==> src/design/mjs_pkg.sv <==
// Shared constants, operation codes and saturation helper for the minimum-jerk servo.
`default_nettype none
package mjs_pkg;

  localparam int DW     = 32;            // data width, signed Q
  localparam int FB     = 16;            // fraction bits
  localparam int GW     = DW - 1;        // gain / rate width, unsigned Q
  localparam int TW     = 16;            // tick counter and ramp length width
  localparam int SW     = FB;            // normalized time and its powers
  localparam int PLW    = SW + 11;       // polynomial values p, v, a (signed)
  localparam int AW     = 64;            // multiplicand width (signed)
  localparam int BW     = DW + 2;        // multiplier width (signed)
  localparam int PW     = AW + BW;       // unsigned product width
  localparam int QW     = PW + 1 - FB;   // signed product after the fraction shift
  localparam int ACCW   = DW + 20;       // drive accumulator
  localparam int NREG   = 7;
  localparam int ADDR_W = $clog2(NREG) + 2;
  localparam int RIX_W  = $clog2(NREG);

  // register indexes
  localparam logic [RIX_W-1:0] REG_PROP = RIX_W'(0);
  localparam logic [RIX_W-1:0] REG_DERV = RIX_W'(1);
  localparam logic [RIX_W-1:0] REG_VFF  = RIX_W'(2);
  localparam logic [RIX_W-1:0] REG_AFF  = RIX_W'(3);
  localparam logic [RIX_W-1:0] REG_GOAL = RIX_W'(4);
  localparam logic [RIX_W-1:0] REG_RISE = RIX_W'(5);
  localparam logic [RIX_W-1:0] REG_RATE = RIX_W'(6);

  localparam logic [GW-1:0] RATE_RESET = GW'(64'd1 << FB);
  localparam logic [TW-1:0] RISE_RESET = TW'(1);

  // polynomial coefficients
  localparam logic signed [PLW-1:0] C6   = PLW'(6);
  localparam logic signed [PLW-1:0] C10  = PLW'(10);
  localparam logic signed [PLW-1:0] C15  = PLW'(15);
  localparam logic signed [PLW-1:0] C30  = PLW'(30);
  localparam logic signed [PLW-1:0] C60  = PLW'(60);
  localparam logic signed [PLW-1:0] C120 = PLW'(120);
  localparam logic signed [PLW-1:0] C180 = PLW'(180);

  // multiply sequence
  localparam int OP_W = 4;
  localparam logic [OP_W-1:0] OP_S2 = OP_W'(0);
  localparam logic [OP_W-1:0] OP_S3 = OP_W'(1);
  localparam logic [OP_W-1:0] OP_S4 = OP_W'(2);
  localparam logic [OP_W-1:0] OP_S5 = OP_W'(3);
  localparam logic [OP_W-1:0] OP_RP = OP_W'(4);
  localparam logic [OP_W-1:0] OP_GV = OP_W'(5);
  localparam logic [OP_W-1:0] OP_RV = OP_W'(6);
  localparam logic [OP_W-1:0] OP_GA = OP_W'(7);
  localparam logic [OP_W-1:0] OP_AR = OP_W'(8);
  localparam logic [OP_W-1:0] OP_RA = OP_W'(9);
  localparam logic [OP_W-1:0] OP_PG = OP_W'(10);
  localparam logic [OP_W-1:0] OP_DG = OP_W'(11);
  localparam logic [OP_W-1:0] OP_VF = OP_W'(12);
  localparam logic [OP_W-1:0] OP_AF = OP_W'(13);

  localparam logic signed [QW-1:0] QMAX = {{(QW-DW+1){1'b0}}, {(DW-1){1'b1}}};
  localparam logic signed [QW-1:0] QMIN = {{(QW-DW+1){1'b1}}, {(DW-1){1'b0}}};

  typedef struct packed {
    logic          clip;
    logic [DW-1:0] val;
  } sat_t;

  function automatic sat_t sat_dw(input logic signed [QW-1:0] x);
    sat_t r;
    if (x > QMAX) begin
      r.clip = 1'b1;
      r.val  = QMAX[DW-1:0];
    end else if (x < QMIN) begin
      r.clip = 1'b1;
      r.val  = QMIN[DW-1:0];
    end else begin
      r.clip = 1'b0;
      r.val  = x[DW-1:0];
    end
    return r;
  endfunction

endpackage
`default_nettype wire

==> src/design/mjs_serial_mul.sv <==
// Bit-serial signed multiplier with floor shift by the fraction bits.
`default_nettype none
module mjs_serial_mul (
  input  wire                                     clk,
  input  wire                                     rst,
  input  wire                                     start,
  input  wire logic signed [mjs_pkg::AW-1:0]      a,
  input  wire logic signed [mjs_pkg::BW-1:0]      b,
  output logic                                    done,
  output logic signed [mjs_pkg::QW-1:0]           q
);
  import mjs_pkg::*;

  localparam int CW = $clog2(BW + 1);

  logic                 run;
  logic                 fin;
  logic [CW-1:0]        cnt;
  logic                 neg;
  logic [AW-1:0]        ma;
  logic [AW-1:0]        hi;
  logic [BW-1:0]        lo;
  logic [AW:0]          sum;
  logic [PW-1:0]        prod;
  logic signed [PW:0]   prod_s;
  logic signed [PW:0]   prod_sh;

  always_comb begin
    sum     = {1'b0, hi} + (lo[0] ? {1'b0, ma} : {(AW+1){1'b0}});
    prod    = {hi, lo};
    prod_s  = neg ? -$signed({1'b0, prod}) : $signed({1'b0, prod});
    prod_sh = prod_s >>> FB;
  end

  always_ff @(posedge clk) begin
    if (rst) begin
      run  <= 1'b0;
      fin  <= 1'b0;
      done <= 1'b0;
    end else begin
      done <= fin & ~start;
      if (start) begin
        run <= 1'b1;
        cnt <= CW'(BW);
        neg <= a[AW-1] ^ b[BW-1];
        ma  <= a[AW-1] ? AW'(-a) : AW'(a);
        lo  <= b[BW-1] ? BW'(-b) : BW'(b);
        hi  <= '0;
      end else if (run) begin
        // add the multiplicand under the current bit, then shift one place
        hi  <= sum[AW:1];
        lo  <= {sum[0], lo[BW-1:1]};
        cnt <= cnt - CW'(1);
        if (cnt == CW'(1)) begin
          run <= 1'b0;
          fin <= 1'b1;
        end
      end else if (fin) begin
        fin  <= 1'b0;
        q    <= prod_sh[QW-1:0];
      end
    end
  end

endmodule
`default_nettype wire

==> src/design/min_jerk_pd_feedforward_servo_unit.sv <==
// Minimum-jerk trajectory servo: PD feedback plus velocity/acceleration feedforward.
//
// One request on the input channel (meas_position, meas_velocity) is one control
// tick; it yields exactly one result on the output channel. A request is taken
// when in_valid is high and in_stall low; a result leaves when out_valid is high
// and out_stall low. in_stall is high from acceptance until the result is loaded
// into the output register, so one tick is in flight at a time.
// During the ramp a tick runs a restoring divider for the normalized time and then
// 14 products; once the ramp holds it runs 4 products. Each product goes through one
// shared bit-serial multiplier.
// A new request may be accepted while the previous result still waits; a new
// result waits in the last step until the output register is free, so a stalled
// receiver holds the block after one further tick.
// Reset clears the tick counter, channels and registers (ramp length 1, rise rate 1.0).
// Registers are to be written over the APB port only while idle; the block does not
// enforce this. A new value applies from the next tick and does not restart the counter.
`default_nettype none
module min_jerk_pd_feedforward_servo_unit (
  input  wire                                     clk,
  input  wire                                     rst,
  input  wire                                     psel,
  input  wire                                     penable,
  input  wire                                     pwrite,
  input  wire logic [mjs_pkg::ADDR_W-1:0]         paddr,
  input  wire logic [31:0]                        pwdata,
  output logic [31:0]                             prdata,
  output logic                                    pready,
  input  wire                                     in_valid,
  output logic                                    in_stall,
  input  wire logic signed [mjs_pkg::DW-1:0]      meas_position,
  input  wire logic signed [mjs_pkg::DW-1:0]      meas_velocity,
  output logic                                    out_valid,
  input  wire                                     out_stall,
  output logic signed [mjs_pkg::DW-1:0]           drive,
  output logic                                    drive_saturated,
  output logic signed [mjs_pkg::DW-1:0]           ref_position,
  output logic signed [mjs_pkg::DW-1:0]           ref_velocity,
  output logic signed [mjs_pkg::DW-1:0]           ref_accel,
  output logic                                    ramp_done
);
  import mjs_pkg::*;

  localparam logic [1:0] ST_IDLE = 2'd0;
  localparam logic [1:0] ST_DIV  = 2'd1;
  localparam logic [1:0] ST_MUL  = 2'd2;
  localparam logic [1:0] ST_FIN  = 2'd3;
  localparam int DCW = $clog2(SW + 1);

  // configuration
  logic [GW-1:0]        prop_gain, deriv_gain, vel_ff_gain, acc_ff_gain, rise_rate;
  logic signed [DW-1:0] goal_position;
  logic [TW-1:0]        rise_ticks;
  logic                 cfg_wr;
  logic [RIX_W-1:0]     cfg_ix;

  // datapath
  logic [1:0]             state;
  logic [TW-1:0]          tick_count;
  logic [DCW-1:0]         div_cnt;
  logic [TW-1:0]          rem;
  logic [TW:0]            rem_sh;
  logic [SW-1:0]          s1, s2, s3, s4, s5;
  logic signed [PLW-1:0]  z1, z2, z3, z4, z5, pl_p, pl_v, pl_a;
  logic signed [DW-1:0]   mp, mv, rp, rv, ra;
  logic signed [AW-1:0]   t;
  logic signed [ACCW-1:0] acc;
  logic signed [ACCW-1:0] term;
  logic                   ramp;
  logic [OP_W-1:0]        op;
  logic                   mul_start, mul_done;
  logic                   mul_start_next;
  logic signed [AW-1:0]   mul_a;
  logic signed [BW-1:0]   mul_b;
  logic signed [QW-1:0]   mul_q;
  sat_t                   q_sat, acc_sat;
  logic                   in_acc;

  assign pready  = 1'b1;
  assign cfg_wr  = psel & penable & pwrite & pready;
  assign cfg_ix  = paddr[ADDR_W-1:2];
  assign in_stall = (state != ST_IDLE);
  assign in_acc  = in_valid & ~in_stall;

  always_ff @(posedge clk) begin
    if (rst) begin
      prop_gain     <= '0;
      deriv_gain    <= '0;
      vel_ff_gain   <= '0;
      acc_ff_gain   <= '0;
      goal_position <= '0;
      rise_ticks    <= RISE_RESET;
      rise_rate     <= RATE_RESET;
    end else if (cfg_wr) begin
      case (cfg_ix)
        REG_PROP: prop_gain     <= pwdata[GW-1:0];
        REG_DERV: deriv_gain    <= pwdata[GW-1:0];
        REG_VFF:  vel_ff_gain   <= pwdata[GW-1:0];
        REG_AFF:  acc_ff_gain   <= pwdata[GW-1:0];
        REG_GOAL: goal_position <= pwdata[DW-1:0];
        REG_RISE: rise_ticks    <= pwdata[TW-1:0];
        REG_RATE: rise_rate     <= pwdata[GW-1:0];
        default: ;
      endcase
    end
  end

  always_comb begin
    case (cfg_ix)
      REG_PROP: prdata = {1'b0, prop_gain};
      REG_DERV: prdata = {1'b0, deriv_gain};
      REG_VFF:  prdata = {1'b0, vel_ff_gain};
      REG_AFF:  prdata = {1'b0, acc_ff_gain};
      REG_GOAL: prdata = goal_position;
      REG_RISE: prdata = {16'd0, rise_ticks};
      REG_RATE: prdata = {1'b0, rise_rate};
      default:  prdata = '0;
    endcase
  end

  // polynomial in the normalized time
  always_comb begin
    z1   = {{(PLW-SW){1'b0}}, s1};
    z2   = {{(PLW-SW){1'b0}}, s2};
    z3   = {{(PLW-SW){1'b0}}, s3};
    z4   = {{(PLW-SW){1'b0}}, s4};
    z5   = {{(PLW-SW){1'b0}}, s5};
    pl_p = C10 * z3 - C15 * z4 + C6 * z5;
    pl_v = C30 * z2 - C60 * z3 + C30 * z4;
    pl_a = C60 * z1 - C180 * z2 + C120 * z3;
  end

  always_comb begin
    mul_a = '0;
    mul_b = '0;
    case (op)
      OP_S2: begin mul_a = AW'(s1); mul_b = BW'(s1); end
      OP_S3: begin mul_a = AW'(s2); mul_b = BW'(s1); end
      OP_S4: begin mul_a = AW'(s3); mul_b = BW'(s1); end
      OP_S5: begin mul_a = AW'(s4); mul_b = BW'(s1); end
      OP_RP: begin mul_a = AW'(goal_position); mul_b = BW'(pl_p); end
      OP_GV: begin mul_a = AW'(goal_position); mul_b = BW'(pl_v); end
      OP_GA: begin mul_a = AW'(goal_position); mul_b = BW'(pl_a); end
      OP_RV, OP_AR, OP_RA: begin
        mul_a = t;
        mul_b = $signed({{(BW-GW){1'b0}}, rise_rate});
      end
      OP_PG: begin
        mul_a = AW'(rp) - AW'(mp);
        mul_b = $signed({{(BW-GW){1'b0}}, prop_gain});
      end
      OP_DG: begin mul_a = AW'(mv); mul_b = $signed({{(BW-GW){1'b0}}, deriv_gain}); end
      OP_VF: begin mul_a = AW'(rv); mul_b = $signed({{(BW-GW){1'b0}}, vel_ff_gain}); end
      OP_AF: begin mul_a = AW'(ra); mul_b = $signed({{(BW-GW){1'b0}}, acc_ff_gain}); end
      default: ;
    endcase
  end

  mjs_serial_mul u_mul (
    .clk   (clk),
    .rst   (rst),
    .start (mul_start),
    .a     (mul_a),
    .b     (mul_b),
    .done  (mul_done),
    .q     (mul_q)
  );

  always_comb begin
    rem_sh  = {rem, 1'b0};
    q_sat   = sat_dw(mul_q);
    term    = mul_q[ACCW-1:0];
    acc_sat = sat_dw({{(QW-ACCW){acc[ACCW-1]}}, acc});
  end

  // launch a product on entry to the hold path, after the divider, and between products
  always_comb begin
    case (state)
      ST_IDLE: mul_start_next = in_acc && (tick_count >= rise_ticks);
      ST_DIV:  mul_start_next = (div_cnt == DCW'(1));
      ST_MUL:  mul_start_next = mul_done && (op != OP_AF);
      default: mul_start_next = 1'b0;
    endcase
  end

  always_ff @(posedge clk) begin
    if (rst) begin
      state      <= ST_IDLE;
      tick_count <= '0;
      mul_start  <= 1'b0;
      out_valid  <= 1'b0;
    end else begin
      mul_start <= mul_start_next;
      if (out_valid && !out_stall && state != ST_FIN) begin
        out_valid <= 1'b0;
      end
      case (state)
        ST_IDLE: begin
          if (in_acc) begin
            mp   <= meas_position;
            mv   <= meas_velocity;
            rem  <= tick_count;
            s1   <= '0;
            ramp <= (tick_count >= rise_ticks);
            if (tick_count != '1) begin
              tick_count <= tick_count + TW'(1);
            end
            if (tick_count >= rise_ticks) begin
              // hold at goal: skip the trajectory products
              rp        <= goal_position;
              rv        <= '0;
              ra        <= '0;
              op        <= OP_PG;
              state     <= ST_MUL;
            end else begin
              div_cnt <= DCW'(SW);
              state   <= ST_DIV;
            end
          end
        end
        ST_DIV: begin
          // one quotient bit per cycle; tick < ramp length keeps it below 1.0
          if (rem_sh >= {1'b0, rise_ticks}) begin
            rem <= TW'(rem_sh - {1'b0, rise_ticks});
            s1  <= {s1[SW-2:0], 1'b1};
          end else begin
            rem <= rem_sh[TW-1:0];
            s1  <= {s1[SW-2:0], 1'b0};
          end
          div_cnt <= div_cnt - DCW'(1);
          if (div_cnt == DCW'(1)) begin
            op        <= OP_S2;
            state     <= ST_MUL;
          end
        end
        ST_MUL: begin
          if (mul_done) begin
            case (op)
              OP_S2: s2 <= mul_q[SW-1:0];
              OP_S3: s3 <= mul_q[SW-1:0];
              OP_S4: s4 <= mul_q[SW-1:0];
              OP_S5: s5 <= mul_q[SW-1:0];
              OP_RP: rp <= q_sat.val;
              OP_GV, OP_GA, OP_AR: t <= mul_q[AW-1:0];
              OP_RV: rv <= q_sat.val;
              OP_RA: ra <= q_sat.val;
              OP_PG: acc <= term;
              OP_DG: acc <= acc - term;
              OP_VF, OP_AF: acc <= acc + term;
              default: ;
            endcase
            if (op == OP_AF) begin
              state <= ST_FIN;
            end else begin
              op        <= op + OP_W'(1);
            end
          end
        end
        ST_FIN: begin
          // hold until the output register is free
          if (!out_valid || !out_stall) begin
            drive           <= acc_sat.val;
            drive_saturated <= acc_sat.clip;
            ref_position    <= rp;
            ref_velocity    <= rv;
            ref_accel       <= ra;
            ramp_done       <= ramp;
            out_valid       <= 1'b1;
            state           <= ST_IDLE;
          end
        end
        default: state <= ST_IDLE;
      endcase
    end
  end

endmodule
`default_nettype wire

==> config.mk <==
export PLATFORM = sky130hd
export DESIGN_NAME = min_jerk_pd_feedforward_servo_unit
export DESIGN_NICKNAME = d
export VERILOG_FILES = /design/src/design/mjs_pkg.sv /design/src/design/mjs_serial_mul.sv /design/src/design/min_jerk_pd_feedforward_servo_unit.sv
export SDC_FILE = /design/constraint.sdc
export NUM_CORES = 2
export LEC_CHECK = 0
export BUFFER_PORTS_ARGS = -buffer_cell sky130_fd_sc_hd__buf_2
export CAP_MARGIN = 20
export CORE_MARGIN = 5
export CORE_UTILIZATION = 45
export DETAILED_ROUTE_END_ITERATION = 6
export GPL_TIMING_DRIVEN = 1
export HOLD_SLACK_MARGIN = 0.12
export PLACE_DENSITY = 0.65
export SLEW_MARGIN = 0
export SYNTH_ARGS = -nofsm -noshare
export SYNTH_HDL_FRONTEND = slang
export SYNTH_HIERARCHICAL = 1
export SYNTH_SLANG_ARGS = --single-unit
==> constraint.sdc <==
create_clock -name clk -period 18.7 [get_ports clk]
set_input_delay 2.805 -clock clk [delete_from_list [all_inputs] [get_ports clk]]
set_output_delay 2.805 -clock clk [all_outputs]
set_load 0.01 [all_outputs]
==> results.ini <==
[placed_design]
place_congestion=0.960
dp_hpwl_um=177000
pre_cts_ws_ns=8.79
io_buffers=269

[routing]
wl_per_cell_um=24.8
drtPass1Iterations=6
drc=0
vias=57500
routed_wl_um=236000
drtAntennaViolNets=0
vias_per_cell=6.06
drt-initial-drc-count=6658

[sta]
post-route-min-period_ns=10.23
max_slew.worst_pin.slew_ns=1.23
hold_ws_ns=0.450
rsz0062_at_grt=false
timing.fmax_mhz=97.8
slew_headroom=0.171
maxSlewViolCount=0
tns_ns=0
finalCritPeriodShare=0.547
finClkSkew_ns=0.0801
hold_viol=0
finalSetupViolations=0
fin_ws_ns=8.47

[hold_path]
hp-class=reg2reg
hold_depth=0

[power]
p_sw_uw=4120
clockPowerShare=0.230
pwr-share-comb=0.481
ir_worst_vdd_uv=239
power_uw=9830
swShare=0.419
seqPwrFrac=0.289
p_leak_uw=0.0297
p_int_uw=5710
power_density_mw_per_mm2=129

[clock_network]
clkSinkCount=990
cts_resized=0
cts_max_path_buffers=3
holdBufCountCts=0
post_cts_buffers=0
cts_buffers=110
cts_tree=built
clk_latency_ns=0.79
root_buffer=clkbuf_16
cts_max_level=3
clk_pin_slew_ns=0.06

[setup_path]
worst_setup_path_end_kind=flop
critical_path_class=reg2reg
crit_family=compound AO/OA/AOI/OAI gates
critPathLaunchType=flop
path_common_cell=a21o_1
rr_worst_depth=36
critical_path_depth=36
cp.arrival_ns=10.77
cp_num_buf_inv=3
cp.required_ns=19.24
crit_fanout=8
crit_path_top_delay_cell=a31oi_1
slowest_delay_ns=0.95

[cells_and_area]
drive_gt1_frac=0.0930
fin_util=0.502
nets=8150
area_delta_synth_final_pct=11.0

[floorplan]
row_count=143
io_pins=273
start_util=0.452
die_y_um=400
die_width_um=400
fp.coreArea_mm2=0.152
die_area_mm2=0.160

[synth]
syn-num-nets=7967
synth-edff-count=764
synth_seq_cells=990
synth-seq-area-share=0.401
synth-main-ff-cell=edfxtp_1
synthArstFlopShare=0
synth_area_per_cell_um2=9.54
syn_area_mm2=0.0685
postSynthCellCount=7176
ys.warnings.count=6
synth_cell_types=102

[grt]
overflow=0
antenna_found_initial=24
grt_use_total=0.286
grt_pass1_wl_um=347000
grt_pass1_vias=54300
grt_max_degree=85

[run_status]
outcome=completed

[flow_run]
cap_violations=0

-- per-stage QoR --
stage	instances	cell area (um2)
after global placement	9272	72200
after CTS	9477	75900
final	9494	76000
after global routing	9489	76000
after floorplan	7176	68500
after detailed placement	9272	72200
-- layer usage --
metal	share of wire	GRT usage
met2	0.44	0.443
met3	0.098	0.0618
met1	0.41	0.387
met5	0.00016	0
met4	0.053	0.128
-- cells in the mapped netlist (30+ instances only) --
cell	instances	area (um2)
nand2_1	907	3400
edfxtp_1	764	22900
a21oi_1	691	3460
ha_1	503	6290
inv_1	487	1830
nor2_1	462	1730
xnor2_1	388	3400
o21ai_0	338	1690
clkbuf_1	275	1030
dfxtp_1	226	4520
fa_1	180	3600
xor2_1	169	1480
a21o_1	152	1140
a22oi_1	114	856
nor2b_1	100	626
nand3_1	98	490
and2_1	95	594
nand4_1	90	563
nor3_1	80	400
o31ai_1	71	533
o21a_1	61	458
nand2b_1	59	369
o21bai_1	58	435
a221oi_1	55	482
or3_1	55	344
mux2i_1	48	480
and3_1	44	275
nor4_1	44	275
a211oi_1	43	323
a31oi_1	41	257
a222oi_1	31	310
o41ai_1	31	272
or2_2	31	194
o211ai_1	30	225
-- area by class of cell --
cell class / instances / area [um2]
fillers: 14000 / 75500
clock inverters: 61 / 791
inverters: 489 / 1840
flip-flops and latches: 990 / 27500
diodes: 12 / 30.0
multi-input cells: 5399 / 38300
well taps: 2030 / 2540
clock buffers: 144 / 2940
repair buffers: 369 / 2150
-- layout by cell type, fill, tap and decap left out, types with 40 or more instances in the layout --
| cell type | count |
|---|---|
| nand2_1 | 900 |
| edfxtp_1 | 764 |
| a21oi_1 | 686 |
| ha_1 | 502 |
| inv_1 | 486 |
| nor2_1 | 457 |
| xnor2_1 | 388 |
| o21ai_0 | 338 |
| buf_2 | 268 |
| dfxtp_1 | 225 |
| fa_1 | 180 |
| xor2_1 | 169 |
| a21o_1 | 152 |
| a22oi_1 | 114 |
| clkbuf_16 | 110 |
| nor2b_1 | 98 |
| nand3_1 | 97 |
| buf_4 | 97 |
| and2_1 | 91 |
| nand4_1 | 90 |
| nor3_1 | 79 |
| o31ai_1 | 70 |
| o21a_1 | 61 |
| nand2b_1 | 59 |
| o21bai_1 | 58 |
| or3_1 | 55 |
| a221oi_1 | 55 |
| mux2i_1 | 48 |
| nor4_1 | 43 |
| a31oi_1 | 40 |
| a211oi_1 | 40 |
-- flip-flops by register name, indices dropped and copies added, names as in the netlist, 31 cells and up --
register	flops
ra	32
t	64
u_mul/hi	64
drive	32
ref_accel	32
rp	32
ref_position	32
ref_velocity	32
u_mul/q	83
u_mul/ma	64
rv	32
rise_rate	31
acc_ff_gain	31
deriv_gain	31
mp	32
acc	52
goal_position	32
vel_ff_gain	31
mv	32
u_mul/lo	34
prop_gain	31
-- final timing paths --
| path | endpoint | slack, ns | startpoint |
|---|---|---|---|
| max | u_mul/lo[32] | 8.47 | s3[1] |
| min | ramp_done | 0.45 | ramp |
| max reg2reg | u_mul/lo[32] | 8.47 | s3[1] |
| min reg2reg | ramp_done | 0.45 | ramp |
-- kinds of logic after synthesis --
family	share of synthesized area
xor+xnor	0.0712
other cells	0.0000548
flops	0.401
buf+inv	0.0434
simple gates	0.148
fa+ha+maj	0.145
compound gates	0.178
mux	0.0134
-- power by group through the flow --
stage / clock [uW] / combinational (uW) / sequential (uW)
3_3_place_gp: 0 / 4520 / 2880
3_5_place_dp: 0 / 4560 / 2880
2_1_floorplan: 0 / 3270 / 2800
4_1_cts: 2290 / 4610 / 2840
5_1_grt: 2390 / 5140 / 2840
6_report: 2270 / 4730 / 2840
(Power assumes the default switching activity.)
